==> src/rtl/cbeg_pkg.sv <==
// shared types and constants of the contact bounce event generator
package cbeg_pkg;

  localparam int TimeW     = 32;
  localparam int StateW    = 4;
  localparam int FracW     = 16;
  localparam int RestW     = 17;
  localparam int CfgIdxW   = 3;
  localparam int CfgDataW  = 32;
  localparam int ProdW     = TimeW + RestW;
  localparam int MaxBouncesDef = 16;

  localparam logic [TimeW-1:0]  FirstFlightRst = TimeW'(1000);
  localparam logic [RestW-1:0]  RestitutionRst = RestW'(32768);
  localparam logic [TimeW-1:0]  MinIntervalRst = TimeW'(1);
  localparam logic [FracW-1:0]  DwellRst       = FracW'(32768);
  localparam logic [StateW-1:0] OpenCodeRst    = StateW'(0);

  typedef enum logic [CfgIdxW-1:0] {
    REG_FIRST_FLIGHT   = 3'd0,
    REG_RESTITUTION    = 3'd1,
    REG_MIN_INTERVAL   = 3'd2,
    REG_DWELL_FRACTION = 3'd3,
    REG_OPEN_CODE      = 3'd4
  } cfg_reg_t;

  typedef enum logic [2:0] {
    S_IDLE,
    S_OPEN0,
    S_MAKE,
    S_MULD,
    S_OPEN,
    S_ADV,
    S_MULR,
    S_UPD
  } state_t;

endpackage

==> src/rtl/cbeg_req_if.sv <==
// break request channel
interface cbeg_req_if;
  import cbeg_pkg::*;

  logic              valid;
  logic              ready;
  logic [TimeW-1:0]  break_time;
  logic [StateW-1:0] from_state;
  logic [StateW-1:0] to_state;

  modport source (output valid, break_time, from_state, to_state, input ready);
  modport sink   (input valid, break_time, from_state, to_state, output ready);
endinterface

==> src/rtl/cbeg_evt_if.sv <==
// contact event channel
interface cbeg_evt_if;
  import cbeg_pkg::*;

  logic              valid;
  logic              ready;
  logic [TimeW-1:0]  event_time;
  logic [StateW-1:0] event_state;
  logic [StateW-1:0] prior_state;
  logic              last;

  modport source (output valid, event_time, event_state, prior_state, last, input ready);
  modport sink   (input valid, event_time, event_state, prior_state, last, output ready);
endinterface

==> src/rtl/cbeg_cfg_if.sv <==
// configuration write channel
interface cbeg_cfg_if;
  import cbeg_pkg::*;

  logic                valid;
  logic                ready;
  logic [CfgIdxW-1:0]  index;
  logic [CfgDataW-1:0] data;

  modport source (output valid, index, data, input ready);
  modport sink   (input valid, index, data, output ready);
endinterface

==> src/rtl/contact_bounce_event_generator_unit.sv <==
// contact bounce event generator top level
//
// req takes one break request (break time, state before, state after the
// flight). evt returns the run of contact events for it: open at the break,
// the make at the first hit, then an open/make pair per bounce until the
// interval drops below min_interval, reaches zero or MAX_BOUNCES pairs are
// out. last marks the final event. cfg writes the five registers by index.
// One 32x17 multiplier and one saturating 32-bit adder are shared under a
// small sequencer; req is ready only while the sequencer is idle.
// The first event leaves from S_OPEN0; each bounce goes through two
// multiplies and two adds on the shared units. Events leave through one
// output register; while evt is stalled the sequencer waits at its next
// event and resumes when the register frees.
// Reset loads the register defaults and empties the output register.
module contact_bounce_event_generator_unit #(
  parameter int MAX_BOUNCES = cbeg_pkg::MaxBouncesDef
) (
  input  logic           clk,
  input  logic           rst,
  cbeg_req_if.sink       req,
  cbeg_evt_if.source     evt,
  cbeg_cfg_if.sink       cfg
);
  import cbeg_pkg::*;

  localparam int CntW = ($clog2(MAX_BOUNCES + 1) > 0) ? $clog2(MAX_BOUNCES + 1) : 1;

  // configuration registers
  logic [TimeW-1:0]  first_flight;
  logic [RestW-1:0]  restitution;
  logic [TimeW-1:0]  min_interval;
  logic [FracW-1:0]  dwell_fraction;
  logic [StateW-1:0] open_code;

  // run state
  state_t            state, state_next;
  logic [TimeW-1:0]  hit;
  logic [TimeW-1:0]  interval;
  logic [CntW-1:0]   cycles;
  logic [StateW-1:0] from_st;
  logic [StateW-1:0] to_st;
  logic [ProdW-1:0]  prod;

  // output register
  logic              ovalid;
  logic [TimeW-1:0]  otime;
  logic [StateW-1:0] ostate;
  logic [StateW-1:0] oprior;
  logic              olast;

  // shared units and controls
  logic              emit_req;
  logic              emit;
  logic              add_use_prod;
  logic              mul_use_rest;
  logic [TimeW-1:0]  add_b;
  logic [TimeW:0]    add_sum;
  logic [TimeW-1:0]  add_sat;
  logic [RestW-1:0]  mul_b;
  logic [ProdW-1:0]  mul_p;
  logic              more;
  logic [TimeW-1:0]  ev_time;
  logic [StateW-1:0] ev_state;
  logic              ev_last;

  assign req.ready = (state == S_IDLE);
  assign cfg.ready = 1'b1;

  assign evt.valid       = ovalid;
  assign evt.event_time  = otime;
  assign evt.event_state = ostate;
  assign evt.prior_state = oprior;
  assign evt.last        = olast;

  assign more = (interval >= min_interval) && (interval != '0)
             && (cycles < CntW'(MAX_BOUNCES));

  assign add_b   = add_use_prod ? prod[FracW +: TimeW] : interval;
  assign add_sum = {1'b0, hit} + {1'b0, add_b};
  assign add_sat = add_sum[TimeW] ? '1 : add_sum[TimeW-1:0];

  assign mul_b = mul_use_rest ? restitution : {1'b0, dwell_fraction};
  assign mul_p = {{RestW{1'b0}}, interval} * {{TimeW{1'b0}}, mul_b};

  assign emit = emit_req && (!ovalid || evt.ready);

  // next state
  always_comb begin
    state_next = state;
    case (state)
      S_IDLE:  if (req.valid) state_next = S_OPEN0;
      S_OPEN0: if (emit) state_next = S_MAKE;
      S_MAKE:  if (emit) state_next = more ? S_MULD : S_IDLE;
      S_MULD:  state_next = S_OPEN;
      S_OPEN:  if (emit) state_next = S_ADV;
      S_ADV:   state_next = S_MULR;
      S_MULR:  state_next = S_UPD;
      S_UPD:   state_next = S_MAKE;
      default: state_next = S_IDLE;
    endcase
  end

  // datapath controls and event fields
  always_comb begin
    emit_req     = 1'b0;
    add_use_prod = 1'b0;
    mul_use_rest = 1'b0;
    ev_time      = hit;
    ev_state     = to_st;
    ev_last      = 1'b0;
    case (state)
      S_OPEN0: begin
        emit_req = 1'b1;
        ev_state = open_code;
      end
      S_MAKE: begin
        emit_req = 1'b1;
        ev_last  = !more;
      end
      S_OPEN: begin
        emit_req     = 1'b1;
        add_use_prod = 1'b1;
        ev_time      = add_sat;
        ev_state     = open_code;
      end
      S_MULR:  mul_use_rest = 1'b1;
      default: emit_req = 1'b0;
    endcase
  end

  always_ff @(posedge clk) begin
    if (rst) begin
      state          <= S_IDLE;
      ovalid         <= 1'b0;
      first_flight   <= FirstFlightRst;
      restitution    <= RestitutionRst;
      min_interval   <= MinIntervalRst;
      dwell_fraction <= DwellRst;
      open_code      <= OpenCodeRst;
    end else begin
      state <= state_next;
      if (emit) begin
        ovalid <= 1'b1;
      end else if (evt.ready) begin
        ovalid <= 1'b0;
      end
      if (cfg.valid) begin
        case (cfg.index)
          REG_FIRST_FLIGHT:   first_flight   <= cfg.data[TimeW-1:0];
          REG_RESTITUTION:    restitution    <= cfg.data[RestW-1:0];
          REG_MIN_INTERVAL:   min_interval   <= cfg.data[TimeW-1:0];
          REG_DWELL_FRACTION: dwell_fraction <= cfg.data[FracW-1:0];
          REG_OPEN_CODE:      open_code      <= cfg.data[StateW-1:0];
          default: ;
        endcase
      end
    end
  end

  // payload and run registers
  always_ff @(posedge clk) begin
    if (emit) begin
      otime  <= ev_time;
      ostate <= ev_state;
      oprior <= from_st;
      olast  <= ev_last;
    end
    case (state)
      S_IDLE: begin
        if (req.valid) begin
          hit      <= req.break_time;
          from_st  <= req.from_state;
          to_st    <= req.to_state;
          interval <= first_flight;
          cycles   <= '0;
        end
      end
      S_OPEN0: if (emit) hit <= add_sat;
      S_MULD:  prod <= mul_p;
      S_ADV:   hit <= add_sat;
      S_MULR:  prod <= mul_p;
      S_UPD: begin
        interval <= (prod[ProdW-1:FracW+TimeW] != '0) ? '1 : prod[FracW +: TimeW];
        cycles   <= cycles + CntW'(1);
      end
      default: ;
    endcase
  end

  // a non-final event always has its run still in progress
  a_run_open: assert property (@(posedge clk) disable iff (rst)
    evt.valid && !evt.last |-> state != S_IDLE)
    else $error("non-final event with no run in progress");

  a_cycles_cap: assert property (@(posedge clk) disable iff (rst)
    state != S_IDLE |-> cycles <= CntW'(MAX_BOUNCES))
    else $error("bounce count beyond cap");

  a_nonzero_bounce: assert property (@(posedge clk) disable iff (rst)
    state == S_MULD |-> interval != '0 && interval >= min_interval)
    else $error("bounce started on an ended interval");

  a_busy_after_req: assert property (@(posedge clk) disable iff (rst)
    req.valid && req.ready |=> !req.ready && state == S_OPEN0)
    else $error("request transaction did not start a run");

endmodule
==> src/flat_wrapper.sv <==
// flat-port wrapper written by rule: the top's interface ports become plain ports
module contact_bounce_event_generator_unit_flat import cbeg_pkg::*;
#(
  parameter int MAX_BOUNCES = cbeg_pkg::MaxBouncesDef
)
  (clk, rst, req_valid, req_break_time, req_from_state, req_to_state, req_ready, evt_valid, evt_event_time, evt_event_state, evt_prior_state, evt_last, evt_ready, cfg_valid, cfg_index, cfg_data, cfg_ready);
  cbeg_req_if req_i ();
  cbeg_evt_if evt_i ();
  cbeg_cfg_if cfg_i ();
  input  logic clk;
  input  logic rst;
  input wire logic [$bits(req_i.valid)-1:0] req_valid;
  input wire logic [$bits(req_i.break_time)-1:0] req_break_time;
  input wire logic [$bits(req_i.from_state)-1:0] req_from_state;
  input wire logic [$bits(req_i.to_state)-1:0] req_to_state;
  output wire logic [$bits(req_i.ready)-1:0] req_ready;
  output wire logic [$bits(evt_i.valid)-1:0] evt_valid;
  output wire logic [$bits(evt_i.event_time)-1:0] evt_event_time;
  output wire logic [$bits(evt_i.event_state)-1:0] evt_event_state;
  output wire logic [$bits(evt_i.prior_state)-1:0] evt_prior_state;
  output wire logic [$bits(evt_i.last)-1:0] evt_last;
  input wire logic [$bits(evt_i.ready)-1:0] evt_ready;
  input wire logic [$bits(cfg_i.valid)-1:0] cfg_valid;
  input wire logic [$bits(cfg_i.index)-1:0] cfg_index;
  input wire logic [$bits(cfg_i.data)-1:0] cfg_data;
  output wire logic [$bits(cfg_i.ready)-1:0] cfg_ready;
  assign req_i.valid = req_valid;
  assign req_i.break_time = req_break_time;
  assign req_i.from_state = req_from_state;
  assign req_i.to_state = req_to_state;
  assign req_ready = req_i.ready;
  assign evt_valid = evt_i.valid;
  assign evt_event_time = evt_i.event_time;
  assign evt_event_state = evt_i.event_state;
  assign evt_prior_state = evt_i.prior_state;
  assign evt_last = evt_i.last;
  assign evt_i.ready = evt_ready;
  assign cfg_i.valid = cfg_valid;
  assign cfg_i.index = cfg_index;
  assign cfg_i.data = cfg_data;
  assign cfg_ready = cfg_i.ready;
  contact_bounce_event_generator_unit #(.MAX_BOUNCES(MAX_BOUNCES)) u_core (.clk(clk), .rst(rst), .req(req_i), .evt(evt_i), .cfg(cfg_i));
endmodule
==> config.mk <==
export PLATFORM = sky130hd
export DESIGN_NAME = contact_bounce_event_generator_unit_flat
export DESIGN_NICKNAME = d
export VERILOG_FILES = /design/src/rtl/cbeg_pkg.sv /design/src/rtl/cbeg_req_if.sv /design/src/rtl/cbeg_evt_if.sv /design/src/rtl/cbeg_cfg_if.sv /design/src/rtl/contact_bounce_event_generator_unit.sv /design/src/flat_wrapper.sv
export SDC_FILE = /design/constraint.sdc
export NUM_CORES = 2
export LEC_CHECK = 0
export BUFFER_PORTS_ARGS = -buffer_cell sky130_fd_sc_hd__buf_2
export CAP_MARGIN = 30
export CORE_MARGIN = 10
export CORE_UTILIZATION = 70
export DETAILED_ROUTE_END_ITERATION = 10
export PLACE_DENSITY = 0.92
export SYNTH_ARGS = -nofsm -noshare
export SYNTH_HDL_FRONTEND = slang
export SYNTH_SLANG_ARGS = --single-unit
export TNS_END_PERCENT = 50
==> constraint.sdc <==
create_clock -name clk -period 19.1 [get_ports clk]
set_clock_uncertainty 0.15 [all_clocks]
set_input_delay 5.73 -clock clk [delete_from_list [all_inputs] [get_ports clk]]
set_output_delay 5.73 -clock clk [all_outputs]
set_load 0.01 [all_outputs]
==> summary.txt <==
Placement
  – Detailed Place HPWL: between 60000 and 70000 um
  – Placed cell area: slightly above 30000 um^2
  – GPL Wtd Cong: approximately 0.97
  – Inst Count DP: ~3800
  – Port Buf Inserts: roughly 120

Synthesis
  – Ys Warns: 0
  – Sequential fraction of the synthesis area: between 20% and 30%
  – Commonest cells post-synth: 644 x nand2_1, 555 x inv_1, 448 x fa_1
  – Asr flop ratio synth: 0%
  – Top post-synthesis cells by area: fa_1 30%, edfxtp_1 15%, nand2_1 8.2%
  – Mean Syn Cell Area: a little under 9 um^2
  – Area fraction of the dominant cell type after synthesis: about 30%
  – Syn_nets: 4015
  – Syn Inst Count: between 3000 and 4000
  – Most common cell in the synthesized netlist: nand2_1
  – Number of synthesized register bits: around 260
  – Synthesized area: 29500 um^2
  – Post-synth cell types: 69
  – Post-synth EDFFs: around 150
  – Largest area contributor in the netlist: fa_1
  – Top FF cell, synth: edfxtp_1

Hold path
  – Min-Delay Path Class: reg2reg
  – Hold Crit Depth: 0
  – Endpoint, Worst Hold: u_core.evt.prior_state[2]
  – Hold Startpoint: u_core.from_st[2]

Detailed routing
  – 1st-iter DRT viols: between 2000 and 3000
  – Met1 WL: between 20000 and 30000 um
  – Max Used Layer: met4
  – Number of remaining DRC errors: 0
  – WL final: 81100 um
  – Routed Antenna Nets: 0
  – Wirelength per Cell: approximately 21 um
  – DR pass1 iterations: 7
  – Met3 routed WL: 9720 um
  – Vias: around 24000
  – Via density: slightly above 6
  – WL met2: around 39000 um

Power and ir drop
  – Total power draw: about 0.0022 W
  – PwrDens: a little under 70 nW/um^2
  – Internal: roughly 0.0013 W
  – Sw Share: 40.7%
  – Leakage power total: around 14 nW
  – Combinational power share: between 40% and 50%
  – VDD IR max: 115 uV
  – Clock Power Share: between 20% and 30%
  – Net Sw Power: between 0.0008 and 0.0009 W
  – Sequential Power Share: a little over a third

Critical path
  – Crit end category: flip-flop
  – CP startpoint kind: flip-flop
  – CP max stage delay: 0.91 ns
  – Reg-to-reg setup timing slack: between 10 and 15 ns
  – Critical path peak fanout: 32
  – Critical path class: reg2reg
  – Most common cell on crit path: fa_1
  – Critical-path top delay cell: mux2_2
  – CP Data Arrival Time: 9.05 ns
  – Reg2Reg Launch Point: u_core.state[1]
  – CP cell instances: nand3b_1, mux2_2, nand2_1, fa_1, inv_1, fa_1, fa_1, fa_1, fa_1, inv_1, fa_1, inv_1, ha_1, a21oi_1, o21ai_0, or3_1, or4_1, nor4bb_4, a41oi_2, o221ai_1, nor2_1, xnor2_1
  – Worst R2R Path Depth: 22
  – CP Data Required Time: between 15 and 20 ns
  – Reg2Reg Capture Point: u_core.prod[48]

Run status
  – Status: finished clean

Clock network
  – Setup Fix Bufs, Post-CTS: 0
  – Post_cts resized: 0
  – Root Driver: clkbuf_16
  – Clk sinks: between 200 and 300
  – CTS max path bufs: 3
  – Cts bufs inserted: 22
  – TritonCTS clock tree: done
  – Clk_lat worst skew: ~0.55 ns
  – Clk pin slew, worst setup/hold paths: around 0.070 ns
  – CTS Hold Bufs: 0
  – CTS H-tree depth: 1

STA
  – Fin. max-slew vios: 0
  – Slew @ Worst Pin: roughly 1.1 ns
  – Final setup viols: 0
  – F_max: roughly 110 MHz
  – RSZ-0062 raised after global routing: no
  – Fin Setup TNS: 0 ns
  – Final hold violation count: 0
  – Final worst-path cycle share: roughly 47%
  – Slew HR: 24.1%
  – Tmin final: around 8.9 ns

Global route
  – Initial antenna violation count: 8
  – GRT overflow: 0
  – GRT Overall Usage: 32.4%
  – Largest net degree at the start of global routing: 107
  – Vias in the first global route: ~26000
  – First-pass GRT wire length: roughly 130000 um

Cells and area
  – Layout cells sized above 1: under 10%
  – Fillers: roughly 2700
  – Area growth syn-to-layout: 5.60%
  – Design area: approximately 31000 um^2
  – Fin nets: about 4000
  – Non-filler cells, final: 3846

Die
  – Die footprint: 50800 um^2
  – Core area: between 40000 and 50000 um^2
  – Die height: 225 um
  – IO Pins: roughly 120
  – Die width: approximately 230 um
  – Rows: between 70 and 80
  – Initial Utilization: a little over two thirds

Run
  – Max-cap violations: 0
==> sequential cells by signal (all words and copies together), names as in the netlist <==
signal / cells
u_core.cycles: 5
u_core.dwell_fraction: 16
u_core.evt.event_state: 4
u_core.evt.event_time: 32
u_core.evt.last: 1
u_core.evt.prior_state: 4
u_core.evt.valid: 1
u_core.first_flight: 32
u_core.from_st: 4
u_core.hit: 32
u_core.interval: 32
u_core.min_interval: 32
u_core.open_code: 4
u_core.prod: 33
u_core.restitution: 17
u_core.state: 3
u_core.to_st: 4
==> how the worst max path moves through the flow <==
stage	start	to
2_1_floorplan	evt_ready	u_core.hit[0]
3_3_place_gp	u_core.state[1]	u_core.prod[47]
3_5_place_dp	u_core.state[1]	u_core.prod[47]
4_1_cts	u_core.state[1]	u_core.prod[47]
5_1_grt	u_core.state[1]	u_core.prod[47]
6_report	u_core.state[1]	u_core.prod[48]
==> layout make-up <==
| cell class | instances | area [um^2] | area share, % |
|---|---|---|---|
| diodes | 9 | 22.5 | 0.0722 |
| clock buffers | 26 | 576 | 1.84 |
| repair buffers | 149 | 913 | 2.93 |
| flip-flops and latches | 256 | 6640 | 21.3 |
| well taps | 539 | 674 | 2.16 |
| inverters | 555 | 2080 | 6.68 |
| multi-input cells | 2298 | 20100 | 64.5 |
| clock inverters | 14 | 171 | 0.549 |
==> power groups by stage <==
stage / registers (W) / clock network, W / logic (W)
floorplan: 0.000725 / 0 / 0.000640
global placement: 0.000755 / 0 / 0.000837
detailed placement: 0.000758 / 0 / 0.000879
CTS: 0.000748 / 0.000470 / 0.000906
global route: 0.000758 / 0.000489 / 0.00101
finish: 0.000755 / 0.000472 / 0.000932
==> worst max-delay path, delay by kind of cell, from the launching register on <==
kind            cells  cell delay [ns]
fa+ha+maj           7             3.51
simple gates        6             2.26
mux                 1             0.91
compound gates      4             0.86
flops               1             0.69
buf+inv             3             0.17
xor+xnor            1             0.09
==> per-stage QoR <==
stage | hold WS (ns) | util [%] | worst slack, ns
finish | 0.271 | 74.5 | 10.17
global route | 0.281 | 74.5 | 9.86
CTS | 0.271 | 74.4 | 10.29
detailed placement | 0.255 | 72.6 | 10.32
global placement | 0.252 | 72.4 | 10.58
floorplan | 0.250 | - | 10.93
==> kinds of logic after synthesis <==
kind of cell    count (synthesis)  synth area share, %
simple gates                 1108                 16.9
buf+inv                       747                 9.55
fa+ha+maj                     634                 38.2
compound gates                432                 8.77
flops                         256                 22.5
xor+xnor                       66                 1.96
mux                            57                 2.16
other cells                     1               0.0127
==> cells in the final DEF, fill, tap and decap left out, types with 8 or more instances in the layout <==
cell       instances
a211oi_1           9
a21o_1            46
a21oi_1          195
a21oi_2            9
and2_1           204
and3_1             9
buf_2            122
buf_4             22
clkbuf_16         22
dfxtp_1          105
diode_2            9
edfxtp_1         151
fa_1             448
ha_1             186
inv_1            555
mux2_2            53
nand2_1          644
nand2b_1           8
nand3_1           11
nand3b_1          12
nand4_1           23
nor2_1           140
nor2_2            12
nor3_1            13
nor4_1             8
o21a_1            13
o21ai_0           90
o21ai_1           12
o21bai_1          12
xnor2_1           40
xor2_1            26
==> layer usage <==
| layer | global-route usage (%) | vias to the layer above |
|---|---|---|
| met5 | 0 | - |
| met4 | 15.4 | 0 |
| met3 | 7.14 | 412 |
| met2 | 54.5 | 1694 |
| met1 | 39.2 | 11600 |
| li1 | - | 10200 |
No activity file was read; power rests on OpenSTA's default activity.
